===== src/sv/fbc_pkg.sv =====
// ============================================================================
// fbc_pkg
// Shared types and constants of the four-bit teaching processor: word width,
// command, opcode and event codes, controller states and the result record.
// ============================================================================
package fbc_pkg;

    localparam int WORD_BITS  = 4;
    localparam int MEM_DEPTH  = 1 << WORD_BITS;
    localparam int CMD_BITS   = 2;
    localparam int EVENT_BITS = 2;

    typedef logic [WORD_BITS-1:0] word_t;

    // Request commands (code 3 is unused and ignored)
    typedef enum logic [CMD_BITS-1:0] {
        CMD_LOAD  = 2'd0,
        CMD_STEP  = 2'd1,
        CMD_CLEAR = 2'd2
    } cmd_t;

    // Instruction set; opcodes with the top bit set carry an operand nibble
    typedef enum logic [WORD_BITS-1:0] {
        OP_HALT  = 4'd0,
        OP_ADD   = 4'd1,
        OP_SUB   = 4'd2,
        OP_INC0  = 4'd3,
        OP_INC1  = 4'd4,
        OP_DEC0  = 4'd5,
        OP_DEC1  = 4'd6,
        OP_BELL  = 4'd7,
        OP_PRINT = 4'd8,
        OP_LDI0  = 4'd9,
        OP_LDI1  = 4'd10,
        OP_ST0   = 4'd11,
        OP_ST1   = 4'd12,
        OP_JMP   = 4'd13,
        OP_JZ    = 4'd14,
        OP_JNZ   = 4'd15
    } op_t;

    typedef enum logic [EVENT_BITS-1:0] {
        EV_NONE  = 2'd0,
        EV_BELL  = 2'd1,
        EV_PRINT = 2'd2
    } event_t;

    // Controller states
    typedef enum logic [1:0] {
        S_IDLE,
        S_FETCH_ARG,
        S_EXEC,
        S_APPLY
    } state_t;

    // Result record as it waits in the output register
    typedef struct packed {
        event_t event_kind;
        word_t  printed_value;
        logic   halted;
        word_t  reg_zero;
        word_t  reg_one;
        word_t  next_address;
    } res_t;

endpackage


===== src/sv/fbc_if.sv =====
// ============================================================================
// fbc_if
// Valid/ready channels of the teaching processor: the command request
// channel and the result request channel.
// ============================================================================
interface fbc_cmd_if;
    logic                          valid;
    logic                          ready;
    logic [fbc_pkg::CMD_BITS-1:0]  command;
    logic [fbc_pkg::WORD_BITS-1:0] load_address;
    logic [fbc_pkg::WORD_BITS-1:0] load_value;

    modport source (output valid, command, load_address, load_value, input ready);
    modport sink   (input valid, command, load_address, load_value, output ready);
endinterface

interface fbc_res_if;
    logic                           valid;
    logic                           ready;
    logic [fbc_pkg::EVENT_BITS-1:0] event_kind;
    logic [fbc_pkg::WORD_BITS-1:0]  printed_value;
    logic                           halted;
    logic [fbc_pkg::WORD_BITS-1:0]  reg_zero;
    logic [fbc_pkg::WORD_BITS-1:0]  reg_one;
    logic [fbc_pkg::WORD_BITS-1:0]  next_address;

    modport source (output valid, event_kind, printed_value, halted, reg_zero,
                    reg_one, next_address, input ready);
    modport sink   (input valid, event_kind, printed_value, halted, reg_zero,
                    reg_one, next_address, output ready);
endinterface


===== src/sv/four_bit_teaching_cpu.sv =====
// ============================================================================
// four_bit_teaching_cpu
// Four-bit teaching processor: sixteen nibbles of program memory, R0, R1 and
// an instruction pointer. Requests load memory, step one instruction or clear.
//
//  Channel | Dir | Handshake    | Payload
//  --------+-----+--------------+----------------------------------------------
//  cmd     | in  | valid/ready  | command, load_address, load_value
//  res     | out | valid/ready  | event_kind, printed_value, halted, reg_zero,
//          |     |              | reg_one, next_address
//
// A step request reads the opcode from the program RAM, then reads the operand,
// then executes and writes back; the single RAM read port puts the reads in
// turn. Load, clear and ignored requests go through the apply state. Program
// memory is held in the RAM with one valid flip-flop per entry; reset and
// clear drop all valid bits together, so no clearing pass is needed. A new
// request is taken while a result still waits in the output register; the
// last cycle of a request waits while that register is full and not being drained.
// ============================================================================
module four_bit_teaching_cpu (
    input  logic     clk,
    input  logic     rst_n,
    fbc_cmd_if.sink  cmd,
    fbc_res_if.source res
);

    localparam int WB = fbc_pkg::WORD_BITS;
    localparam int MD = fbc_pkg::MEM_DEPTH;

    // Controller and architectural state
    fbc_pkg::state_t              state_reg, state_next;
    logic [fbc_pkg::CMD_BITS-1:0] cmd_reg;
    fbc_pkg::word_t               addr_reg;
    fbc_pkg::word_t               value_reg;
    fbc_pkg::word_t               r0_reg, r0_next;
    fbc_pkg::word_t               r1_reg, r1_next;
    fbc_pkg::word_t               ip_reg, ip_next;
    logic                         stopped_reg, stopped_next;
    logic [MD-1:0]                valid_reg, valid_next;
    fbc_pkg::op_t                 op_reg;
    logic                         rd_vld_reg;
    fbc_pkg::res_t                res_reg, res_next;
    logic                         out_valid_reg, out_valid_next;

    // RAM ports
    logic           ram_wr_en;
    fbc_pkg::word_t ram_wr_addr;
    fbc_pkg::word_t ram_wr_data;
    logic           ram_rd_en;
    fbc_pkg::word_t ram_rd_addr;
    fbc_pkg::word_t ram_rd_data;
    fbc_pkg::word_t mem_word;

    logic accept;
    logic post_ok;
    logic op_long;
    logic rd_vld_snap;

    fbc_ram #(
        .WIDTH (WB),
        .DEPTH (MD)
    ) u_prog_ram (
        .clk     (clk),
        .wr_en   (ram_wr_en),
        .wr_addr (ram_wr_addr),
        .wr_data (ram_wr_data),
        .rd_en   (ram_rd_en),
        .rd_addr (ram_rd_addr),
        .rd_data (ram_rd_data)
    );

    // Handshake terms
    assign accept    = cmd.valid && cmd.ready;
    assign post_ok   = !out_valid_reg || res.ready;
    assign cmd.ready = (state_reg == fbc_pkg::S_IDLE);

    // Entries never written since reset or clear read as zero
    assign mem_word    = rd_vld_reg ? ram_rd_data : '0;
    assign rd_vld_snap = valid_reg[ram_rd_addr];
    assign op_long     = op_reg[WB-1];

    // Next state
    always_comb
    begin
        state_next = state_reg;
        unique case (state_reg)
            fbc_pkg::S_IDLE:
            begin
                if (accept)
                begin
                    if (cmd.command == fbc_pkg::CMD_STEP && !stopped_reg)
                        state_next = fbc_pkg::S_FETCH_ARG;
                    else
                        state_next = fbc_pkg::S_APPLY;
                end
            end
            fbc_pkg::S_FETCH_ARG:
            begin
                state_next = fbc_pkg::S_EXEC;
            end
            fbc_pkg::S_EXEC,
            fbc_pkg::S_APPLY:
            begin
                if (post_ok)
                    state_next = fbc_pkg::S_IDLE;
            end
        endcase
    end

    // RAM reads: opcode on accept, operand in the following cycle
    always_comb
    begin
        ram_rd_en   = 1'b0;
        ram_rd_addr = ip_reg;
        unique case (state_reg)
            fbc_pkg::S_IDLE:
            begin
                ram_rd_en   = accept;
                ram_rd_addr = ip_reg;
            end
            fbc_pkg::S_FETCH_ARG:
            begin
                ram_rd_en   = 1'b1;
                ram_rd_addr = ip_reg + WB'(1);
            end
            fbc_pkg::S_EXEC,
            fbc_pkg::S_APPLY:
            begin
                ram_rd_en = 1'b0;
            end
        endcase
    end

    // Execute, apply and post the result
    always_comb
    begin
        r0_next        = r0_reg;
        r1_next        = r1_reg;
        ip_next        = ip_reg;
        stopped_next   = stopped_reg;
        valid_next     = valid_reg;
        res_next       = res_reg;
        out_valid_next = out_valid_reg && !res.ready;
        ram_wr_en      = 1'b0;
        ram_wr_addr    = addr_reg;
        ram_wr_data    = value_reg;

        res_next.event_kind    = fbc_pkg::EV_NONE;
        res_next.printed_value = '0;

        if (state_reg == fbc_pkg::S_EXEC && post_ok)
        begin
            ip_next = ip_reg + (op_long ? WB'(2) : WB'(1));
            unique case (op_reg)
                fbc_pkg::OP_HALT:  stopped_next = 1'b1;
                fbc_pkg::OP_ADD:   r0_next = r0_reg + r1_reg;
                fbc_pkg::OP_SUB:   r0_next = r0_reg - r1_reg;
                fbc_pkg::OP_INC0:  r0_next = r0_reg + WB'(1);
                fbc_pkg::OP_INC1:  r1_next = r1_reg + WB'(1);
                fbc_pkg::OP_DEC0:  r0_next = r0_reg - WB'(1);
                fbc_pkg::OP_DEC1:  r1_next = r1_reg - WB'(1);
                fbc_pkg::OP_BELL:  res_next.event_kind = fbc_pkg::EV_BELL;
                fbc_pkg::OP_PRINT:
                begin
                    res_next.event_kind    = fbc_pkg::EV_PRINT;
                    res_next.printed_value = mem_word;
                end
                fbc_pkg::OP_LDI0:  r0_next = mem_word;
                fbc_pkg::OP_LDI1:  r1_next = mem_word;
                fbc_pkg::OP_ST0,
                fbc_pkg::OP_ST1:
                begin
                    ram_wr_en   = 1'b1;
                    ram_wr_addr = mem_word;
                    ram_wr_data = (op_reg == fbc_pkg::OP_ST0) ? r0_reg : r1_reg;
                    valid_next[mem_word] = 1'b1;
                end
                fbc_pkg::OP_JMP:   ip_next = mem_word;
                fbc_pkg::OP_JZ:
                begin
                    if (r0_reg == '0)
                        ip_next = mem_word;
                end
                fbc_pkg::OP_JNZ:
                begin
                    if (r0_reg != '0)
                        ip_next = mem_word;
                end
            endcase
            out_valid_next = 1'b1;
        end
        else if (state_reg == fbc_pkg::S_APPLY && post_ok)
        begin
            unique case (cmd_reg)
                fbc_pkg::CMD_LOAD:
                begin
                    ram_wr_en             = 1'b1;
                    valid_next[addr_reg]  = 1'b1;
                end
                fbc_pkg::CMD_CLEAR:
                begin
                    valid_next   = '0;
                    r0_next      = '0;
                    r1_next      = '0;
                    ip_next      = '0;
                    stopped_next = 1'b0;
                end
                default:
                begin
                    // step while halted and the unused code change nothing
                end
            endcase
            out_valid_next = 1'b1;
        end
        else
        begin
            res_next.event_kind    = res_reg.event_kind;
            res_next.printed_value = res_reg.printed_value;
        end

        res_next.halted       = stopped_next;
        res_next.reg_zero     = r0_next;
        res_next.reg_one      = r1_next;
        res_next.next_address = ip_next;
        if (!out_valid_next || (out_valid_reg && !res.ready))
        begin
            // hold the waiting result untouched
            res_next = (out_valid_reg && !res.ready) ? res_reg : res_next;
        end
    end

    // Control registers
    always_ff @(posedge clk or negedge rst_n)
    begin
        if (!rst_n)
        begin
            state_reg     <= fbc_pkg::S_IDLE;
            r0_reg        <= '0;
            r1_reg        <= '0;
            ip_reg        <= '0;
            stopped_reg   <= 1'b0;
            valid_reg     <= '0;
            out_valid_reg <= 1'b0;
        end
        else
        begin
            state_reg     <= state_next;
            r0_reg        <= r0_next;
            r1_reg        <= r1_next;
            ip_reg        <= ip_next;
            stopped_reg   <= stopped_next;
            valid_reg     <= valid_next;
            out_valid_reg <= out_valid_next;
        end
    end

    // Payload registers
    always_ff @(posedge clk)
    begin
        if (accept)
        begin
            cmd_reg   <= cmd.command;
            addr_reg  <= cmd.load_address;
            value_reg <= cmd.load_value;
        end
        if (ram_rd_en)
        begin
            rd_vld_reg <= rd_vld_snap;
        end
        if (state_reg == fbc_pkg::S_FETCH_ARG)
        begin
            op_reg <= fbc_pkg::op_t'(mem_word);
        end
        res_reg <= res_next;
    end

    // Drive the result channel
    assign res.valid         = out_valid_reg;
    assign res.event_kind    = res_reg.event_kind;
    assign res.printed_value = res_reg.printed_value;
    assign res.halted        = res_reg.halted;
    assign res.reg_zero      = res_reg.reg_zero;
    assign res.reg_one       = res_reg.reg_one;
    assign res.next_address  = res_reg.next_address;

    // Checks
    a_step_fetches: assert property (@(posedge clk) disable iff (!rst_n)
        accept && cmd.command == fbc_pkg::CMD_STEP && !stopped_reg
        |=> state_reg == fbc_pkg::S_FETCH_ARG)
        else $error("step request did not start the operand fetch");

    a_halt_sticks: assert property (@(posedge clk) disable iff (!rst_n)
        stopped_reg && !(state_reg == fbc_pkg::S_APPLY && cmd_reg == fbc_pkg::CMD_CLEAR)
        |=> stopped_reg)
        else $error("halt flag dropped without a clear");

    a_write_phase: assert property (@(posedge clk) disable iff (!rst_n)
        ram_wr_en |-> (state_reg == fbc_pkg::S_EXEC || state_reg == fbc_pkg::S_APPLY))
        else $error("program RAM written outside execute or apply");

    a_post_source: assert property (@(posedge clk) disable iff (!rst_n)
        $rose(res.valid)
        |-> $past(state_reg == fbc_pkg::S_EXEC || state_reg == fbc_pkg::S_APPLY))
        else $error("result posted from a wrong state");

endmodule


===== src/sv/fbc_ram.sv =====
// ============================================================================
// fbc_ram
// Generic single-port-write, single-port-read RAM with a registered read.
// ============================================================================
module fbc_ram #(
    parameter int WIDTH = 4,
    parameter int DEPTH = 16
) (
    input  logic                     clk,
    input  logic                     wr_en,
    input  logic [$clog2(DEPTH)-1:0] wr_addr,
    input  logic [WIDTH-1:0]         wr_data,
    input  logic                     rd_en,
    input  logic [$clog2(DEPTH)-1:0] rd_addr,
    output logic [WIDTH-1:0]         rd_data
);

    logic [WIDTH-1:0] mem [DEPTH];
    logic [WIDTH-1:0] rd_data_reg;

    // Write port
    always_ff @(posedge clk)
    begin
        if (wr_en)
        begin
            mem[wr_addr] <= wr_data;
        end
    end

    // Registered read; data holds until the next read
    always_ff @(posedge clk)
    begin
        if (rd_en)
        begin
            rd_data_reg <= mem[rd_addr];
        end
    end

    assign rd_data = rd_data_reg;

endmodule


===== src/flat_wrapper.sv =====
// flat-port wrapper written by rule: the top's interface ports become plain ports
module four_bit_teaching_cpu_flat 
  (clk, rst_n, cmd_valid, cmd_command, cmd_load_address, cmd_load_value, cmd_ready, res_valid, res_event_kind, res_printed_value, res_halted, res_reg_zero, res_reg_one, res_next_address, res_ready);
  fbc_cmd_if cmd_i ();
  fbc_res_if res_i ();
  input  logic clk;
  input  logic rst_n;
  input wire logic [$bits(cmd_i.valid)-1:0] cmd_valid;
  input wire logic [$bits(cmd_i.command)-1:0] cmd_command;
  input wire logic [$bits(cmd_i.load_address)-1:0] cmd_load_address;
  input wire logic [$bits(cmd_i.load_value)-1:0] cmd_load_value;
  output wire logic [$bits(cmd_i.ready)-1:0] cmd_ready;
  output wire logic [$bits(res_i.valid)-1:0] res_valid;
  output wire logic [$bits(res_i.event_kind)-1:0] res_event_kind;
  output wire logic [$bits(res_i.printed_value)-1:0] res_printed_value;
  output wire logic [$bits(res_i.halted)-1:0] res_halted;
  output wire logic [$bits(res_i.reg_zero)-1:0] res_reg_zero;
  output wire logic [$bits(res_i.reg_one)-1:0] res_reg_one;
  output wire logic [$bits(res_i.next_address)-1:0] res_next_address;
  input wire logic [$bits(res_i.ready)-1:0] res_ready;
  assign cmd_i.valid = cmd_valid;
  assign cmd_i.command = cmd_command;
  assign cmd_i.load_address = cmd_load_address;
  assign cmd_i.load_value = cmd_load_value;
  assign cmd_ready = cmd_i.ready;
  assign res_valid = res_i.valid;
  assign res_event_kind = res_i.event_kind;
  assign res_printed_value = res_i.printed_value;
  assign res_halted = res_i.halted;
  assign res_reg_zero = res_i.reg_zero;
  assign res_reg_one = res_i.reg_one;
  assign res_next_address = res_i.next_address;
  assign res_i.ready = res_ready;
  four_bit_teaching_cpu u_core (.clk(clk), .rst_n(rst_n), .cmd(cmd_i), .res(res_i));
endmodule

===== config.mk =====
export PLATFORM = sky130hd
export DESIGN_NAME = four_bit_teaching_cpu_flat
export DESIGN_NICKNAME = d
export VERILOG_FILES = /design/src/sv/fbc_pkg.sv /design/src/sv/fbc_if.sv /design/src/sv/four_bit_teaching_cpu.sv /design/src/sv/fbc_ram.sv /design/src/flat_wrapper.sv
export SDC_FILE = /design/constraint.sdc
export NUM_CORES = 1
export LEC_CHECK = 0
export ABC_CLOCK_PERIOD_IN_PS = 5550
export BUFFER_PORTS_ARGS = -buffer_cell sky130_fd_sc_hd__buf_2
export CELL_PAD_IN_SITES_DETAIL_PLACEMENT = 1
export CELL_PAD_IN_SITES_GLOBAL_PLACEMENT = 2
export CORE_ASPECT_RATIO = 1.75
export CORE_MARGIN = 5
export CORE_UTILIZATION = 40
export DETAILED_ROUTE_END_ITERATION = 7
export GPL_TIMING_DRIVEN = 0
export PLACE_DENSITY_LB_ADDON = 0.15
export REMOVE_ABC_BUFFERS = 1
export SYNTH_ARGS = -nofsm -noshare
export SYNTH_HDL_FRONTEND = slang
export SYNTH_SLANG_ARGS = --single-unit
export TNS_END_PERCENT = 20

===== constraint.sdc =====
create_clock -name clk -period 5.55 [get_ports clk]
set_input_delay 0.2775 -clock clk [delete_from_list [all_inputs] [get_ports clk]]
set_output_delay 0.2775 -clock clk [all_outputs]
set_load 0.03 [all_outputs]

==> impl_results.md <==
- Status: completed
- Filler Cell Count: slightly below 2000
- 1st-iter DRT viols: approximately 260
- Pleak: 2.992 nW
- PnR Total Power: between 4 and 5 mW
- CP Class: reg2reg
- Std cell rows: 65
- Synth warn: 0
- Hpwl dp: 16.38 mm
- Top cells by area, synth: edfxtp_1 (43%), dfrtp_1 (11%), mux2i_1 (7.5%)
- First-pass GRT wire length: 33.62 mm
- Cell with the most instances after synthesis: edfxtp_1
- RSZ-0062 raised after global routing: no
- Final Setup Violations: 0
- Post-Syn Area per Cell: 11.35 µm²
- Via Count: approximately 5300
- Gates resized, CTS repair: 0
- Grt ovf: 0
- CTS clock-pin slew for the worst setup and hold paths: 0.06 ns
- Largest net degree at the start of global routing: between 40 and 50
- First-pass DRT Iterations: 6
- Mapped cell area: between 7000 and 8000 µm²
- Synth top area share: around 43%
- Crit share post-route: 77.58%
- N_diodes: 0
- WL/cell: 24.60 µm
- Pwr dens: 590.6 nW/µm²
- Placer Congestion: 0.9511
- Peak supply drop: 0.0002178 V
- Initial antenna violation count: 0
- Fin crit period: around 4.3 ns
- Clock sinks: about 130
- Root buffer cell: clkbuf_16
- Gate Count Post-Synth: 633
- Worst Path Arrival: 4.35 ns
- Nets: 679
- Layout Area Growth over Synthesis: 12.29%
- Synth unique cells: 71
- GR Util All Layers: 21.35%
- TritonCTS clock tree: yes
- Critical Path RT: 5.59 ns
- Worst skew pair latency: 0.42 ns
- Fmax: 232.2 MHz
- Least-Margin Pin Slew: 1.300 ns
- Number of synthesized flops with an enable pin: 102
- Clk buf depth: 2
- TritonCTS Buffers: 17
- Port Buffers: 34
- I/O Pins: 35
- Seq/Total Area, Yosys: 53.77%
- Startpoint Class: register
- Initial Util: around 40%
- # DRC: 0
- Max FFs per register: 64
- TNS Setup: 0 ns
- Clk_skew: 0.01051 ns
- Fin. max-slew vios: 0
- Final hold violation count: 0
- Layout cells sized above 1: approximately 14%
- WHS: approximately 0.034 ns
- Vias per cell: just under 6
- Slew HR: 13.35%
- Number of max-cap violations: 0
- Core area: 17890 µm²
- Die Height: between 150 and 200 µm
- Fraction of registers with async set/reset: 23.88%
- Vias in the first global route: 5736
- Final WL: 22.11 mm
- Die area: 20850 µm²
- # H-tree levels: 4
- Predominant post-synthesis flop cell: edfxtp_1
- Commonest cells in the netlist: edfxtp_1 (102), mux2i_1 (54), nor2_1 (47)
- CP Capture Type: register
- Die X: ~110 µm
- Dominant cell type by area after synthesis: edfxtp_1
- HP Class: in2reg
- Crit-path max FO: 21
- Post-layout util: 45.10%
- #FFs+latches synth: 134
- Antenna Nets Post-Route: 0
## final timing paths
path	endpoint	slack, ns	cells past startpoint	start
setup / recovery	u_core.u_prog_ram.mem[6][3]	1.24	6	u_core.state_reg[1]
hold / removal	u_core.value_reg[1]	0.03	1	cmd_load_value[1]
setup reg to reg	u_core.u_prog_ram.mem[6][3]	1.24	6	u_core.state_reg[1]
hold reg to reg	u_core.valid_reg[10]	0.51	2	u_core.valid_reg[10]
max in group asynchronous	u_core.ip_reg[1]	4.41	2	rst_n
min in group asynchronous	u_core.r1_reg[2]	0.50	2	rst_n
## worst max-delay path, cell delays in order, from the launching register on
cell and delay [ns]:
dfrtp_1 0.77, inv_1 0.22, nor3_1 0.62, buf_4 0.29, and3_1 0.67, a22oi_1 0.45, nor3_1 0.89
## power by group
part | total [mW] | internal [mW] | switching [mW]
Sequential | 1.70 | 1.39 | 0.308
Clock | 1.05 | 0.610 | 0.438
Combinational | 2.02 | 0.737 | 1.28
## through the flow
step                      cells  worst slack (ns)  cell area [µm²]
after floorplan             596             1.946             7009
after global placement      864            0.4740             7472
after detailed placement    866             1.283             7505
after CTS                   898             1.257             8054
after global routing        899             1.019             8069
final                       899             1.244             8069
## per-layer routing
| metal | vias to the layer above | wire [µm] | global-route usage (%) | share of wire, % |
|---|---|---|---|---|
| met5 | - | 0 | 0 | 0 |
| met4 | 0 | 794 | 10.12 | 3.6 |
| li1 | 2470 | - | - | - |
| met2 | 98 | 12840 | 42.33 | 58 |
| met3 | 39 | 532 | 2.946 | 2.4 |
| met1 | 2708 | 7944 | 21.26 | 36 |
## cell usage in the layout, fill, tap and decap left out, types with 8 or more instances in the layout
cell	n
nand2b_1	9
ha_1	8
nand4_1	11
nand2_1	32
a211oi_1	8
mux2i_1	54
a21oi_1	33
inv_1	25
edfxtp_1	102
dfrtp_1	30
o21ai_0	11
a22oi_1	9
nand3_1	23
nor3_1	26
buf_2	34
nor2b_1	13
nor2_1	47
clkbuf_16	17
o22ai_1	23
## cell type report
| type | count | area [µm²] | area share [%] |
|---|---|---|---|
| tap | 234 | 292.8 | 3.628 |
| sequential | 134 | 3866 | 47.91 |
| clock inverter | 13 | 110.1 | 1.365 |
| clock buffer | 18 | 429.2 | 5.319 |
| multi-input combinational | 435 | 3054 | 37.85 |
| timing repair buffer | 38 | 215.2 | 2.667 |
| inverter | 27 | 101.3 | 1.256 |
## timing repair
item                      CTS  global route
hold endpoints to repair   30             0
buffers inserted            0             0
hold buffers                1             0
## kinds of logic (layout without fill, tap and decap cells)
family	after synthesis	in the layout	synth area share, %
multiplexers	61	61	9.089
AND/OR/NAND/NOR	195	195	14.14
flip-flops	134	134	53.77
adder cells (fa/ha/maj)	12	12	2.403
buffers and inverters	64	96	3.866
XOR/XNOR	12	12	1.567
AO/OA/AOI/OAI	155	155	15.17
(Power assumes the default switching activity.)
